--- config.mk ---
export PLATFORM = sky130hd
export DESIGN_NAME = pcrmv_front_flat
export DESIGN_NICKNAME = d
export VERILOG_FILES = /design/src/rtl/pcrmv_pkg.sv /design/src/rtl/pcrmv_sample_if.sv /design/src/rtl/pcrmv_front.sv /design/src/flat_wrapper.sv
export VERILOG_INCLUDE_DIRS = /design/src /design/src/rtl
export SDC_FILE = /design/constraint.sdc
export NUM_CORES = 1
export LEC_CHECK = 0
export BUFFER_PORTS_ARGS = -buffer_cell sky130_fd_sc_hd__buf_2
export CORE_MARGIN = 5
export CORE_UTILIZATION = 32
export CTS_BUF_LIST = sky130_fd_sc_hd__clkbuf_16
export DETAILED_ROUTE_END_ITERATION = 8
export PLACE_DENSITY = 0.71
export SLEW_MARGIN = 40
export SYNTH_ARGS = -nofsm -noshare
export SYNTH_HDL_FRONTEND = slang
export SYNTH_SLANG_ARGS = --single-unit
--- constraint.sdc ---
create_clock -name clk -period 2.1 [get_ports clk]
set_input_delay 0.21 -clock clk [delete_from_list [all_inputs] [get_ports clk]]
set_output_delay 0.21 -clock clk [all_outputs]
set_load 0.1 [all_outputs]
--- src/rtl/per_cell_running_mean_variance_assert.svh ---
// assertion macros shared by the rtl
`ifndef PER_CELL_RUNNING_MEAN_VARIANCE_ASSERT_SVH
`define PER_CELL_RUNNING_MEAN_VARIANCE_ASSERT_SVH

// same-cycle implication
`define PCRMV_ASSERT_SAME(label, clk, rst_n, ante, cons) \
	label: assert property (@(posedge clk) disable iff (!rst_n) (ante) |-> (cons)) \
		else $error("pcrmv same-cycle check failed");

// next-cycle implication
`define PCRMV_ASSERT_NEXT(label, clk, rst_n, ante, cons) \
	label: assert property (@(posedge clk) disable iff (!rst_n) (ante) |=> (cons)) \
		else $error("pcrmv next-cycle check failed");

`endif

--- src/rtl/pcrmv_pkg.sv ---
package pcrmv_pkg;

	localparam int CELLS_DEF = 4096;
	localparam int QUANT_DEF = 16;
	localparam int QDEPTH = 4;
	localparam int MQ_W = 33;
	localparam int MDVD_W = 63;
	localparam int VQ_W = 64;
	localparam logic [31:0] N_MAX = 32'hFFFF_FFFF;
	localparam logic FUNC_SAMPLE = 1'b0;
	localparam logic FUNC_STEP = 1'b1;

	typedef struct packed {
		logic [11:0] cidx;
		logic [3:0]  qty;
		logic [31:0] x;
		logic [31:0] n;
	} work_t;

	typedef struct packed {
		logic [11:0] cidx;
		logic [3:0]  qty;
		logic [31:0] x;
		logic [31:0] om;
		logic [63:0] dev;
		logic        neg;
		logic [31:0] n;
	} mpay_t;

	typedef struct packed {
		logic [11:0] cidx;
		logic [3:0]  qty;
		logic [31:0] mean;
	} vpay_t;

endpackage

--- src/rtl/pcrmv_sample_if.sv ---
interface pcrmv_sample_if;
	logic        valid;
	logic        ready;
	logic        func;
	logic [11:0] cell_req;
	logic [3:0]  quantity;
	logic [31:0] sample;

	modport source (output valid, func, cell_req, quantity, sample, input ready);
	modport sink (input valid, func, cell_req, quantity, sample, output ready);
endinterface

--- src/rtl/pcrmv_front.sv ---
`include "per_cell_running_mean_variance_assert.svh"

module pcrmv_front #(
	parameter int CELLS = pcrmv_pkg::CELLS_DEF,
	parameter int QUANTITIES = pcrmv_pkg::QUANT_DEF
) (
	input  logic              clk,
	input  logic              arst_n,
	pcrmv_sample_if.sink      in_ch,
	input  logic              busy,
	input  logic              q_full,
	output logic              push,
	output pcrmv_pkg::work_t  wdata
);
	logic [31:0] n_q;
	logic        acc;
	logic        step_acc;
	logic        in_range;

	assign in_ch.ready = !busy && !q_full;
	assign acc = in_ch.valid && in_ch.ready;
	assign step_acc = acc && (in_ch.func == pcrmv_pkg::FUNC_STEP);
	assign in_range = (32'(in_ch.cell_req) < 32'(CELLS))
		&& (32'(in_ch.quantity) < 32'(QUANTITIES));
	assign push = acc && (in_ch.func == pcrmv_pkg::FUNC_SAMPLE) && in_range;

	assign wdata.cidx = in_ch.cell_req;
	assign wdata.qty = in_ch.quantity;
	assign wdata.x = in_ch.sample;
	assign wdata.n = n_q;

	always_ff @(posedge clk or negedge arst_n) begin
		if (!arst_n) begin
			n_q <= 32'd1;
		end else if (step_acc && (n_q != pcrmv_pkg::N_MAX)) begin
			n_q <= n_q + 32'd1;
		end
	end

	`PCRMV_ASSERT_NEXT(a_step_inc, clk, arst_n, step_acc && (n_q != pcrmv_pkg::N_MAX), n_q == $past(n_q) + 32'd1)
endmodule

--- src/flat_wrapper.sv ---
// flat-port wrapper written by rule: the top's interface ports become plain ports
module pcrmv_front_flat 
#(
	parameter int CELLS = pcrmv_pkg::CELLS_DEF,
	parameter int QUANTITIES = pcrmv_pkg::QUANT_DEF
)
  (clk, arst_n, busy, q_full, push, wdata, in_ch_valid, in_ch_func, in_ch_cell_req, in_ch_quantity, in_ch_sample, in_ch_ready);
  pcrmv_sample_if in_ch_i ();
  input  logic clk;
  input  logic arst_n;
  input  logic busy;
  input  logic q_full;
  output logic push;
  output pcrmv_pkg::work_t wdata;
  input wire logic [$bits(in_ch_i.valid)-1:0] in_ch_valid;
  input wire logic [$bits(in_ch_i.func)-1:0] in_ch_func;
  input wire logic [$bits(in_ch_i.cell_req)-1:0] in_ch_cell_req;
  input wire logic [$bits(in_ch_i.quantity)-1:0] in_ch_quantity;
  input wire logic [$bits(in_ch_i.sample)-1:0] in_ch_sample;
  output wire logic [$bits(in_ch_i.ready)-1:0] in_ch_ready;
  assign in_ch_i.valid = in_ch_valid;
  assign in_ch_i.func = in_ch_func;
  assign in_ch_i.cell_req = in_ch_cell_req;
  assign in_ch_i.quantity = in_ch_quantity;
  assign in_ch_i.sample = in_ch_sample;
  assign in_ch_ready = in_ch_i.ready;
  pcrmv_front #(.CELLS(CELLS), .QUANTITIES(QUANTITIES)) u_core (.clk(clk), .arst_n(arst_n), .in_ch(in_ch_i), .busy(busy), .q_full(q_full), .push(push), .wdata(wdata));
endmodule
# Word level (Yosys, flattened, before mapping)
# Cells that the tools add are included.
# totals
ff_bits	32
inputBits	54
output_inout_bits	82
word_cells	11
# op_classes
addsub	1
eq_ne	1
bitwise_logic	1
n_reduce_logical	7
# ops
cell	n
$add A32 B1 Y32 const B	1
$ne A32 B32 Y1 const B	1
$logic_and A1 B1 Y1	5
$logic_not A1 Y1	2
$not A1 Y1	1

# Depth between registers and ports, before layout
# depth
ltp_word	5
mapped_depth	8
ltp_nobuf	6

# Least setup slack after synthesis
# Ideal clock, no wire load.
# synth_timing
kind	in2out
from	in q_full
to	out push
t_arrival_ps	2938
t_required_ps	1890
path_slack_ps	-1048
stages	3
n_path_buf	0
path_cell_list	nor2_1 > nand2_1 > nor2_1
# synth_between
elab_chain_len	4
# synth_lines
item	line	rtl
start, declared	flat_wrapper.sv:12	input logic q_full;
$logic_not A1 Y1	pcrmv_front.sv:20	assign in_ch.ready = !busy && !q_full;
$logic_and A1 B1 Y1	pcrmv_front.sv:20	
$logic_and A1 B1 Y1	pcrmv_front.sv:21	assign acc = in_ch.valid && in_ch.ready;
$logic_and A1 B1 Y1	pcrmv_front.sv:25	assign push = acc && (in_ch.func == pcrmv_pkg::FUNC_SAMPLE) && in_range;
end, declared	flat_wrapper.sv:13	output logic push;
# No other way between the ends.

# Worst setup path in the final report
# layout_timing
from	reg u_core.n_q[0]
to	reg u_core.n_q[30]
# layout_between
elab_chain_len	2
elab_cells_between_ends	3
cone_classes	add/sub: 1; eq/ne: 1; reduce/logical: 1
# layout_lines
item	line	rtl
start, declared	pcrmv_front.sv:15	logic [31:0] n_q;
start signal, assigned	pcrmv_front.sv:36	n_q <= n_q + 32'd1;
branches (longest 2 deep; another with $add A32 B1 Y32)	--	
# Parallel ways; which one is timed is not known.
# A chain may end at the register's enable or synchronous reset.

==> impl_results.md <==
* Synthesized area per cell at 9.570 um^2
* Vias in the first global route at 1373
* Slew headroom at 66.99%
* Int Pwr at 1.193 mW
* Slew Viols, Final at 0
* Synthesis Warnings at 0
* Worst Path Arrival at 2190 ps
* Non-Filler Instances at 284
* Post-synth top area share at 39.54%
* Die height at 88.30 um
* Sequential area share after synthesis at 40.88%
* DRC errors left at 0
* GRT Overall Usage at 11.04%
* Final period utilization at 95.25%
* IO Count at 136
* Count of final setup violators at 0
* Setup bufs post-CTS at 0
* Worst Path Required at 2290 ps
* Core ar. at 5956 um^2
* P_leak at 0.9846 nW
* Gate power share at 24.7%
* TritonCTS clock tree: built
* NetSw at 0.6553 mW
* Flop pwr share at 39.5%
* Worst-Margin Slew at 498.6 ps
* Netlist Area Pre-Place at 1962 um^2
* CTS Buf Count at 5
* Die footprint at 7797 um^2
* Most frequent cells in the layout: buf_2, dfrtp_2, xnor2_1
* Fin Setup TNS at 0 ps
* Placed Area at 2017 um^2
* GR Overflow Total at 0
* Register area at 854.6 um^2
* Multi-input combinational cell area at 790.8 um^2
* Buffers on Ports at 39
* Placed insts at 275
* Fillers at 604
* Post-detail-place hpwl at 3247 um
* Area grow syn2layout at 10.59%
* Vias per inst at 4.859
* Rows at 28
* Min Tclk post-route at 2000 ps
* Cell area after layout at 2170 um^2
* Crit-path slowest cell: dfstp_4
* Peak VDD IR at 0.5060 mV
* Clock Skew at 2.814 ps
* Share of cells above drive strength 1 at 45.93%
* Yosys top cell by area: dfrtp_1
* Clock share of power at 35.8%
* Iteration-0 DRC count of the detailed router at 57
* Outcome: complete, no violations
* Commonest non-fill, non-tap cell in the layout: buf_2
* Antenna-violating nets left at 0
* Via count at 1380
* Largest register FFs at 32
* Area contributors post-synth: dfrtp_1, buf_4, xnor2_1
* CTS Sinks at 32
* H-tree levels at 2
* Fin worst setup slack at 99.78 ps
* Power Dens Cells at 851.9 nW/um^2
* Synthesized flop and latch total at 32
* Die Wd at 88.30 um
* Root buffer cell: clkbuf_16
* Distinct cells, synth at 26
* CP top delay family: simple AND/OR/NAND/NOR gates
* WP buf/inv at 0
* Post-Syn Instances at 205
* Initial antenna violation count at 0
* Top Registers: u_core.n_q (32)
* Mapped Nets at 260
* Hold Path Class: input pin to flop
* Fin nets at 263
* Largest net degree at the start of global routing at 33
* Setup crit start kind: flop
* Worst slack, placed at -34.83 ps
* Clk_lat worst skew at 270 ps
* N_diodes at 0
* Wirelength per Cell at 14.94 um
* First-pass GRT wire length at 6817 um
* TritonRoute pass-1 iters at 4
* Nature of the critical path endpoint: flop
* RePlAce Congestion at 0.8412
* Slowest stage delay, CP at 620 ps
* RSZ-0062 raised after global routing: true
* Hold Vio Cnt, Final at 0
* Largest Register: u_core.n_q
* Sw Share at 35.45%
* Total wire length at 4242 um
* Maxcap violations at 0
* Max Root-Sink Buffers at 2
* CTS clock-pin slew for the worst setup and hold paths at 50 ps
* Crit path cell chain: ha_4, nand3_2, or4_4, nor3_4, nand3_1, xnor2_1
* Critical path class: flop to flop
* Fmax at 0.4999 GHz
* Crit Path Max Fanout at 7
* Initial core utilization at 32.94%
* Tot Pwr at 1.848 mW
-- cell families (layout without fill, tap and decap cells) --
kind of cell / count (synthesis) / after routing / share of synthesized area, %
xor+xnor: 31 / 31 / 13.84
fa+ha+maj: 1 / 1 / 0.6377
buf+inv: 58 / 62 / 20.92
flops: 32 / 32 / 40.88
mux: 1 / 1 / 0.5739
simple gates: 82 / 82 / 23.15
-- layer usage --
layer,vias up,wire length (um),track usage [%],share of wire [%]
li1,648,-,-,-
met1,675,1877,14.73,44
met2,45,1979,17.13,47
met3,12,360,3.538,8.5
met4,0,25,3.297,0.59
met5,-,0,0,0
-- layout make-up --
cell class,count,share of cell area [%]
multi-input cells,115,36.45
inverters,5,0.8651
repair buffers,49,12.69
clock buffers,5,5.767
flip-flops and latches,32,39.39
clock inverters,3,0.5190
well taps,75,4.325
-- final timing paths --
kind	start	endpoint	slack, ps	cells past startpoint
max	u_core.n_q[0]	u_core.n_q[30]	100	6
min	in_ch_valid	u_core.n_q[0]	390	4
max reg2reg	u_core.n_q[0]	u_core.n_q[30]	100	6
min reg2reg	u_core.n_q[23]	u_core.n_q[23]	480	1
max in group asynchronous	arst_n	u_core.n_q[0]	1350	2
min in group asynchronous	arst_n	u_core.n_q[13]	420	2
-- power by group through the flow --
| stage | combinational [mW] | clock [mW] | sequential, mW |
|---|---|---|---|
| after floorplan | 0.519 | 0 | 1.01 |
| after global placement | 0.455 | 0 | 0.739 |
| after detailed placement | 0.462 | 0 | 0.741 |
| after CTS | 0.463 | 0.681 | 0.730 |
| after global routing | 0.478 | 0.699 | 0.737 |
| final | 0.457 | 0.661 | 0.729 |
-- worst reg2reg max path, cell delays in order, from the launching register on --
cell     delay (ps)
dfstp_4         620
ha_4            140
nand3_2          80
or4_4           560
nor3_4          230
nand3_1         110
xnor2_1         170
-- through the flow --
| stage | util (%) | hold WS [ps] |
|---|---|---|
| after floorplan | - | -85.59 |
| after global placement | 33.87 | 301.7 |
| after detailed placement | 33.87 | 312.8 |
| after CTS | 36.22 | 23.61 |
| after global routing | 36.43 | 407.4 |
| final | 36.43 | 387.4 |
-- cell usage after synthesis --
master     count
ha_1           1
buf_2          1
nand4bb_1      1
xnor2_1       19
or2_2          1
nand4_2        1
clkbuf_1       2
and4_1         1
xor2_1        12
inv_1          5
nor2_1        14
nand3_1        9
buf_4         49
nor4_1         5
dfrtp_1       31
nand2_1       15
nor4_2         2
nor3_1         8
and3_1         5
nor3b_1        2
mux2_2         1
nand4_1       15
buf_6          1
dfstp_2        1
nor3_2         1
or4_1          2
-- what timing repair did --
item                                    4_1_cts  5_1_grt
endpoints found under the setup margin        3        4
hold buffers                                  0        1
pin swaps                                     0        1
gates resized for setup                       1        0
hold endpoints to repair                      0       31
Power figures use the tool's default switching activity.
