[src/rtl/per_cell_running_mean_variance_assert.svh]
// assertion macros shared by the rtl
`ifndef PER_CELL_RUNNING_MEAN_VARIANCE_ASSERT_SVH
`define PER_CELL_RUNNING_MEAN_VARIANCE_ASSERT_SVH

// same-cycle implication
`define PCRMV_ASSERT_SAME(label, clk, rst_n, ante, cons) \
	label: assert property (@(posedge clk) disable iff (!rst_n) (ante) |-> (cons)) \
		else $error("pcrmv same-cycle check failed");

// next-cycle implication
`define PCRMV_ASSERT_NEXT(label, clk, rst_n, ante, cons) \
	label: assert property (@(posedge clk) disable iff (!rst_n) (ante) |=> (cons)) \
		else $error("pcrmv next-cycle check failed");

`endif

[src/rtl/pcrmv_pkg.sv]
package pcrmv_pkg;

	localparam int CELLS_DEF = 4096;
	localparam int QUANT_DEF = 16;
	localparam int QDEPTH = 4;
	localparam int MQ_W = 33;
	localparam int MDVD_W = 63;
	localparam int VQ_W = 64;
	localparam logic [31:0] N_MAX = 32'hFFFF_FFFF;
	localparam logic FUNC_SAMPLE = 1'b0;
	localparam logic FUNC_STEP = 1'b1;

	typedef struct packed {
		logic [11:0] cidx;
		logic [3:0]  qty;
		logic [31:0] x;
		logic [31:0] n;
	} work_t;

	typedef struct packed {
		logic [11:0] cidx;
		logic [3:0]  qty;
		logic [31:0] x;
		logic [31:0] om;
		logic [63:0] dev;
		logic        neg;
		logic [31:0] n;
	} mpay_t;

	typedef struct packed {
		logic [11:0] cidx;
		logic [3:0]  qty;
		logic [31:0] mean;
	} vpay_t;

endpackage

[src/rtl/pcrmv_queue.sv]
`include "per_cell_running_mean_variance_assert.svh"

module pcrmv_queue (
	input  logic              clk,
	input  logic              arst_n,
	input  logic              push,
	input  pcrmv_pkg::work_t  wdata,
	input  logic              pop,
	output pcrmv_pkg::work_t  rdata,
	output logic              nonempty,
	output logic              full
);
	localparam int DEPTH = pcrmv_pkg::QDEPTH;
	localparam int PW = (DEPTH > 1) ? $clog2(DEPTH) : 1;
	localparam int CW = $clog2(DEPTH + 1);

	pcrmv_pkg::work_t slot_q [DEPTH];
	logic [PW-1:0] wr_q;
	logic [PW-1:0] rd_q;
	logic [CW-1:0] cnt_q;

	assign nonempty = (cnt_q != '0);
	assign full = (cnt_q == CW'(DEPTH));
	assign rdata = slot_q[rd_q];

	always_ff @(posedge clk or negedge arst_n) begin
		if (!arst_n) begin
			wr_q <= '0;
			rd_q <= '0;
			cnt_q <= '0;
		end else begin
			if (push) begin
				wr_q <= (wr_q == PW'(DEPTH - 1)) ? '0 : wr_q + 1'b1;
			end
			if (pop) begin
				rd_q <= (rd_q == PW'(DEPTH - 1)) ? '0 : rd_q + 1'b1;
			end
			if (push && !pop) begin
				cnt_q <= cnt_q + 1'b1;
			end else if (pop && !push) begin
				cnt_q <= cnt_q - 1'b1;
			end
		end
	end

	always_ff @(posedge clk) begin
		if (push) begin
			slot_q[wr_q] <= wdata;
		end
	end

	`PCRMV_ASSERT_SAME(a_no_overflow, clk, arst_n, full, !push)
	`PCRMV_ASSERT_SAME(a_no_underflow, clk, arst_n, pop, nonempty)
endmodule

[config.mk]
export PLATFORM = sky130hd
export DESIGN_NAME = pcrmv_queue
export DESIGN_NICKNAME = d
export VERILOG_FILES = /design/src/rtl/pcrmv_pkg.sv /design/src/rtl/pcrmv_queue.sv
export VERILOG_INCLUDE_DIRS = /design/src /design/src/rtl
export SDC_FILE = /design/constraint.sdc
export NUM_CORES = 1
export LEC_CHECK = 0
export ABC_CLOCK_PERIOD_IN_PS = 5030
export CORE_MARGIN = 5
export CORE_UTILIZATION = 40
export DETAILED_ROUTE_END_ITERATION = 10
export DONT_BUFFER_PORTS = 1
export PLACE_DENSITY = 0.51
export SKIP_LAST_GASP = 1
export SLEW_MARGIN = 15
export SYNTH_ARGS = -nofsm -noshare
export SYNTH_HDL_FRONTEND = slang
export SYNTH_SLANG_ARGS = --single-unit
[constraint.sdc]
create_clock -name clk -period 5.03 [get_ports clk]
set_input_delay 0.2515 -clock clk [delete_from_list [all_inputs] [get_ports clk]]
set_output_delay 0.2515 -clock clk [all_outputs]
set_load 0.05 [all_outputs]
* After elaboration in Yosys (flattened, before gate mapping) *
Memories as Yosys holds them, arrays and structs flattened.
Index checks and enable logic that the tools add are counted.

storage, ports and cells
  input port bits = 84
  RAM bits = 320
  output and inout port bits = 82
  memories = 1
  word-level logic and storage cells = 23
  bits in registers = 7

memory list
  name    depth  bits a word  read ports  clocked after memory_dff  write ports  line               RTL
  slot_q  4      80           1           0                         1            pcrmv_queue.sv:17  pcrmv_pkg::work_t slot_q [DEPTH];

cells by class
  add/sub/neg operators = 4
  multiplexer cells = 6
  reductions and logical operators = 6
  eq/ne operators = 3

operators by type and width
  operator             count
  $mux 3               2
  $add 2x1->2 const B  2
  $eq 2x2->1 const B   2
  $mux 2               2
  $add 3x1->3 const B  1
  $eq 3x3->1 const B   1
  $reduce_bool 3->1    1
  $sub 3x1->3 const B  1
  $logic_and 1x1->1    2
  $logic_not 1->1      2
  $mux 1               2
  $reduce_bool 2->1    1

* Longest topological paths before layout *
Gate-level depths: netlist of run 1.

  depth in word-level cells = 4
  depth in mapped cells = 7
  depth with buffers taken out = 7

* Worst setup path after synthesis of run 1 *
No wires, ideal clock.

  kind = register to register
  from = register wr_q[0]
  to = memory slot_q[0][0] (netlist name), enable pin
  period minus slack after synthesis = 2.934 ns
  data arrival time = 2.487 ns
  stages on the path, launching flop included = 4
  buffers on the path = 0
  required time = 4.583 ns
  setup slack = 2.096 ns
  setup time = 0.447 ns
  cells stage by stage = dfrtp_1 -> inv_1 -> ha_1 -> and2_1

RTL lines
  what                    line               RTL
  start, declared         pcrmv_queue.sv:18  logic [PW-1:0] wr_q;
  start signal, assigned  pcrmv_queue.sv:33  wr_q <= (wr_q == PW'(DEPTH - 1)) ? '0 : wr_q + 1'b1;
  end, declared           pcrmv_queue.sv:17

No word-level cell before the write port.

==> out/results.txt, run 1 <==
Wire length per cell = 23.1 um
Complex-gate fraction of the synthesized area = 0.0832%
Reg-to-Reg Start = wr_q[0]
CTS clk-pin slew, worst paths = 0.05 ns
First-pass GRT wire length = 34200 um
GR Overflow Total = 0
Final ANT Viol Nets = 0
FMAX = 0.321 GHz
Largest net degree at the start of global routing = 57
Clk sinks = 327
Initial antenna violation count = 1
Final Cycle Share = 62.0%
Hold Crit Class = in2reg
Post_cts resized = 0
Syn_area_per_cell = 26.5 sq um
Final worst slack = 1.91 ns
Post-DP HPWL = 13500 um
FF/Latch Area = 9790 sq um
Routed WL = 22600 um
VDD IR max = 0.000409 V
Total GRT Usage = 13.5%
RSZ-0062 raised after global routing = no
CP max FO = 50
Share of the yosys chip area belonging to registers = 81.3%
Vias in the first global route = 5739
Placed cell count = 834
EDFF count, synth = 320
CTS buffer count = 36
CP Class = reg2out
Vias post-DR = 4978
Setup TNS = 0 ns
Final instance area = 14400 sq um
Final setup fails = 0
Critical Path End Type = primary output
LEAKAGE = 0.00459 uW
Htree depth = 2
Max Slew Vio Count = 0
Post-synth net total = 546
Initial core utilization = 40.6%
FILL cells = 2445
Clk_lat worst skew = 0.49 ns
Count leader, synth = edfxtp_1
Post-Syn Area = 12000 sq um
Mux contribution to synthesized area = 15.3%
Max Cap Violations = 0
Site Rows = 63
Drt pass-1 iters = 4
Die height = 183 um
Clock skew = 0.0100 ns
Bufs on Longest Clock Path = 3
Power per cell area = 651 nW/um^2
I/O pin total = 166
Place WS = 2.32 ns
Largest family of logic cells by synthesized area = multiplexers
Area taken by multi-input logic gates = 2040 sq um
CP startpoint kind = flop
Fin cells = 981
CTS tree = built
Yosys reg bits = 327
Worst EP arrival = 2.87 ns
Ys async rst share = 2.14%
XOR/XNOR Fraction of Synth Area = 0.218%
Slew @ Worst Pin = 1.04 ns
Drt initial violations = 270
Vias per cell = 5.07
Top cell type by total area after synthesis = edfxtp_1
DP Area = 12400 sq um
Share of cells above drive strength 1 = 25.2%
Netlist cell types = 19
Die W = 183 um
Residual DRC = 0
Nets = 656
# port buffers = 0
Synth area leaders = edfxtp_1 80%, mux4_2 15%, dfrtp_1 1.5%
Hold_sp = push
Ant. Diodes = 0
Hold Vio Cnt, Final = 0
Synth cell count leaders = 320 x edfxtp_1, 80 x mux4_2, 9 x buf_2
YS warnings = 0
Share of the synthesized area in the top cell type = 79.8%
Routability congestion estimate from global placement = 0.728
Core Region = 29600 sq um
Worst slew margin = 30.8%
Post-Synth Adder-Cell Area = 0.790%
Period minus WS final = 3.12 ns
CP startpoint = rd_q[0]
Layout Area Growth over Synthesis = 19.5%
Simple-gate area share of the yosys netlist = 0.478%
Status = finished, final reports clean
Clk root buf = clkbuf_16
Synth Instances = 455
Die area = 33700 sq um
Required time worst endpoint = 4.78 ns
Ys flop type = edfxtp_1
==> metrics by stage <==
stage,total power [uW],hold slack (ns),util [%]
after floorplan,6580,-0.0441,-
after global placement,6860,-0.0438,41.8
after detailed placement,6920,-0.0439,41.8
after CTS,9550,0.0481,48.5
after global routing,9760,0.0498,48.5
final,9360,0.0658,48.5
==> power by group <==
part / internal (uW) / switching, uW / total, uW
Sequential: 3500 / 309 / 3810
Clock: 1550 / 964 / 2510
Combinational: 810 / 2230 / 3040
==> flip-flops by register name, summed over array words and instances (netlist names) <==
register	flops
rd_q	2
wr_q	2
slot_q	320
cnt_q	3
==> layout make-up <==
cell class                 instances  area share (%)
multi-input combinational        106            14.2
clock buffer                      48            6.94
sequential                       327            68.1
inverter                           4           0.104
clock inverter                    16            1.12
timing repair buffer              90            6.14
tap                              390            3.39
==> placed cells by master, fill, tap and decap left out, drive strengths merged <==
master	synthesis	final
xor2	2	2
dfrtp	7	7
mux2	3	3
o21ai	2	2
nor2	3	3
buf	18	7
inv	4	4
clkbuf	0	48
or3	1	1
clkinvlp	0	3
ha	6	6
dlygate4sd3	0	83
edfxtp	320	320
fa	1	1
clkinv	0	10
bufinv	0	3
nor3b	1	1
and2	4	4
mux4	80	80
nand2	2	2
xnor2	1	1
==> repair_timing <==
item,in CTS,in global routing
hold endpoints to repair,331,0
endpoints found under the setup margin,0,0
setup buffers,0,0
hold buffers,83,0
==> worst max-delay path, cell delays in order (launching register included) <==
cell and delay, ns:
dfrtp_4 1.10, buf_4 0.49, mux4_2 0.72
==> path summary, 6_finish.rpt <==
kind,cells after the start,slack [ns],end
worst min register to register,1,0.48,cnt_q[2]
worst min-delay path,2,0.07,cnt_q[0]
min in group asynchronous,1,0.09,wr_q[0]
worst max register to register,4,2.65,slot_q[0][29]
max in group asynchronous,1,4.67,rd_q[0]
worst max-delay path,2,1.91,rdata[72]
==> cell families after synthesis <==
family	count (synthesis)
buffers and inverters	22
adder cells (fa/ha/maj)	7
flip-flops	327
XOR/XNOR	3
AO/OA/AOI/OAI	2
AND/OR/NAND/NOR	11
multiplexers	83
==> per-layer routing <==
layer  wire (um)  vias to the layer above  part of all wire, %  track usage [%]
li1            -                     2182                    -                -
met1        8160                     2620                   36             15.0
met2       12600                      126                   56             24.9
met3        1220                       48                  5.4             3.50
met4         639                        2                  2.8             4.80
met5          13                        -                0.057                0
Power figures use the tool's default switching activity.
==> run 2: changes to the inputs <==
--- a/config.mk
+++ b/config.mk
@@ -6,12 +6,13 @@
 export SDC_FILE = /design/constraint.sdc
 export NUM_CORES = 1
 export LEC_CHECK = 0
-export ABC_CLOCK_PERIOD_IN_PS = 5030
+export ABC_AREA = 1
+export ABC_CLOCK_PERIOD_IN_PS = 2500
 export CORE_MARGIN = 5
 export CORE_UTILIZATION = 40
 export DETAILED_ROUTE_END_ITERATION = 10
 export DONT_BUFFER_PORTS = 1
-export PLACE_DENSITY = 0.51
+export PLACE_DENSITY = 0.53
 export SKIP_LAST_GASP = 1
 export SLEW_MARGIN = 15
 export SYNTH_ARGS = -nofsm -noshare
==> constraint.sdc (replaced) <==
create_clock -name clk -period 2.5 [get_ports clk]
set_input_delay 0.125 -clock clk [delete_from_list [all_inputs] [get_ports clk]]
set_output_delay 0.125 -clock clk [all_outputs]
set_load 0.05 [all_outputs]
==> out/results.txt, run 2 <==
Final setup fails = 0
Largest family of logic cells by synthesized area = compound AO/OA/AOI/OAI gates
Routed WL = 26000 um
Count leader, synth = edfxtp_1
Share of the yosys chip area belonging to registers = 74.7%
Wire length per cell = 16.2 um
VDD IR max = 0.000933 V
# port buffers = 0
Yosys reg bits = 327
Required time worst endpoint = 2.38 ns
Layout Area Growth over Synthesis = 22.0%
Clk sinks = 327
Synth area leaders = edfxtp_1 73%, o211ai_1 9.2%, nand2_1 7.3%
Max reg flops = 320
Post_cts resized = 0
Worst Path Buf+Inv = 3
FILL cells = 2803
Top flop regs = slot_q: 320 flops, cnt_q: 3 flops
Vias in the first global route = 7425
Post-Syn Area = 13100 sq um
Post-synth net total = 1077
Total GRT Usage = 14.1%
Status = finished, final reports clean
Clock skew = 0.0130 ns
Drt initial violations = 280
Ys async rst share = 2.14%
Hold Vio Cnt, Final = 0
I/O pin total = 166
CP startpoint kind = flop
Final ANT Viol Nets = 0
Clk_lat worst skew = 0.50 ns
Post-DP HPWL = 14800 um
Worst slew margin = 61.0%
Vias post-DR = 7489
Area taken by multi-input logic gates = 2310 sq um
Top cell type by total area after synthesis = edfxtp_1
Synth Instances = 986
Share of cells above drive strength 1 = 11.0%
Htree depth = 2
CP max FO = 80
Max Slew Vio Count = 0
Nets = 1225
Post-Synth Adder-Cell Area = 0.726%
YS warnings = 0
Final Cycle Share = 92.2%
Bufs on Longest Clock Path = 3
Share of the synthesized area in the top cell type = 73.3%
Ys flop type = edfxtp_1
CP Cell Sequence = inv_8 > buf_4 > nand2_1 > o211ai_1 > nand2_1 > buf_4
Mux contribution to synthesized area = 0%
Power per cell area = 1270 nW/um^2
Setup Buffers After CTS = 0
Synth cell count leaders = 320 x edfxtp_1, 256 x nand2_1, 171 x inv_1
Period minus WS final = 2.30 ns
Slowest stage cell, crit path = dfrtp_1
Syn_area_per_cell = 13.3 sq um
CTS Hold Bufs = 84
XOR/XNOR Fraction of Synth Area = 0.0668%
Vias per cell = 4.68
Slowest cell delay on critical path = 0.45 ns
CTS tree = built
Drt pass-1 iters = 6
Die area = 36500 sq um
First-pass GRT wire length = 40600 um
FMAX = 0.434 GHz
Commonest cells after routing, fill and taps aside = 320 x edfxtp_1, 256 x nand2_1, 167 x inv_1
Routability congestion estimate from global placement = 0.665
Largest Register = slot_q
Initial core utilization = 40.4%
Worst EP arrival = 2.18 ns
Core Region = 32500 sq um
Site Rows = 66
Die W = 191 um
EDFF count, synth = 320
Hold Crit Class = in2reg
Setup TNS = 0 ns
CTS buffer count = 35
CTS clk-pin slew, worst paths = 0.06 ns
Max Cap Violations = 0
Residual DRC = 0
LEAKAGE = 0.00621 uW
GR Overflow Total = 0
Die height = 191 um
Core Util, Final = 49.3%
Largest net degree at the start of global routing = 82
FF/Latch Area = 9790 sq um
Slew @ Worst Pin = 0.584 ns
Most common cell after layout, fill and taps aside = edfxtp_1
Simple-gate area share of the yosys netlist = 7.54%
CP Class = reg2out
Cell family with most CP delay = buffers and inverters
Critical Path End Type = primary output
Initial antenna violation count = 2
Clk root buf = clkbuf_16
RSZ-0062 raised after global routing = no
Netlist cell types = 18
Complex-gate fraction of the synthesized area = 9.32%
-- run 2: cell count changes after synthesis, sizes merged, moves of 2 or more --
| cell | before | now |
|---|---|---|
| xor2 | 2 | 0 |
| mux4 | 80 | 0 |
| o21ai | 2 | 4 |
| buf | 18 | 44 |
| clkbuf | 0 | 8 |
| inv | 4 | 173 |
| nand2 | 2 | 256 |
| mux2 | 3 | 0 |
| o211ai | 0 | 160 |
| and2 | 4 | 0 |
-- run 2: path summary, 6_finish.rpt --
| path | startpoint | slack (ns) | depth (start not counted) | end |
|---|---|---|---|---|
| worst max-delay path | rd_q[0] | 0.20 | 6 | rdata[70] |
| worst min-delay path | push | 0.23 | 3 | slot_q[1][60] |
| worst max register to register | wr_q[0] | 0.55 | 5 | slot_q[0][12] |
| worst min register to register | cnt_q[2] | 0.47 | 2 | cnt_q[2] |
| max in group asynchronous | arst_n | 1.68 | 2 | rd_q[1] |
| min in group asynchronous | arst_n | 0.51 | 2 | rd_q[0] |
-- run 2: cell type report --
| cell class | count | area share (%) |
|---|---|---|
| Inverter | 173 | 4.21 |
| Tap cell | 442 | 3.46 |
| Antenna cell | 2 | 0.0313 |
| Clock buffer | 47 | 6.03 |
| Sequential cell | 327 | 61.2 |
| Clock inverter | 13 | 0.493 |
| Timing Repair Buffer | 163 | 10.1 |
| Multi-Input combinational cell | 434 | 14.5 |
-- run 2: logic make-up after synthesis --
| group | Yosys count |
|---|---|
| AO/OA/AOI/OAI | 164 |
| XOR/XNOR | 1 |
| adder cells (fa/ha/maj) | 7 |
| buffers and inverters | 225 |
| flip-flops | 327 |
| AND/OR/NAND/NOR | 262 |
-- run 2: tightest hold or removal path, cell delays in order --
cell	delay, ns
nand2_1	0.06
clkinvlp_4	0.11
buf_12	0.25
-- run 2: metrics by stage --
stage	setup WS, ns	hold WS, ns	cells	total power, uW	area, sq um
6_report	0.195	0.232	1601	20400	16000
5_1_grt	0.0243	0.245	1601	21500	16000
4_1_cts	0.121	0.229	1599	20700	16000
3_5_place_dp	0.483	-0.170	1455	15800	14100
3_3_place_gp	0.521	-0.170	1455	15700	14100
2_1_floorplan	0.225	-0.171	986	13600	13100
-- run 2: report_power, final --
| group | internal, uW | leakage, uW | switching [uW] | total, uW |
|---|---|---|---|---|
| clock | 2790 | 0.000508 | 1920 | 4710 |
| sequential | 7030 | 0.00302 | 218 | 7240 |
| combinational | 2160 | 0.00268 | 6250 | 8410 |
-- run 2: metal layers --
metal  vias up  global-route usage (%)  wire length, um
met4         0                    4.39              578
met3        50                    3.41             1420
met5         -                       0                0
met1      3537                    17.5            11100
li1       3748                       -                -
met2       154                    24.5            12900
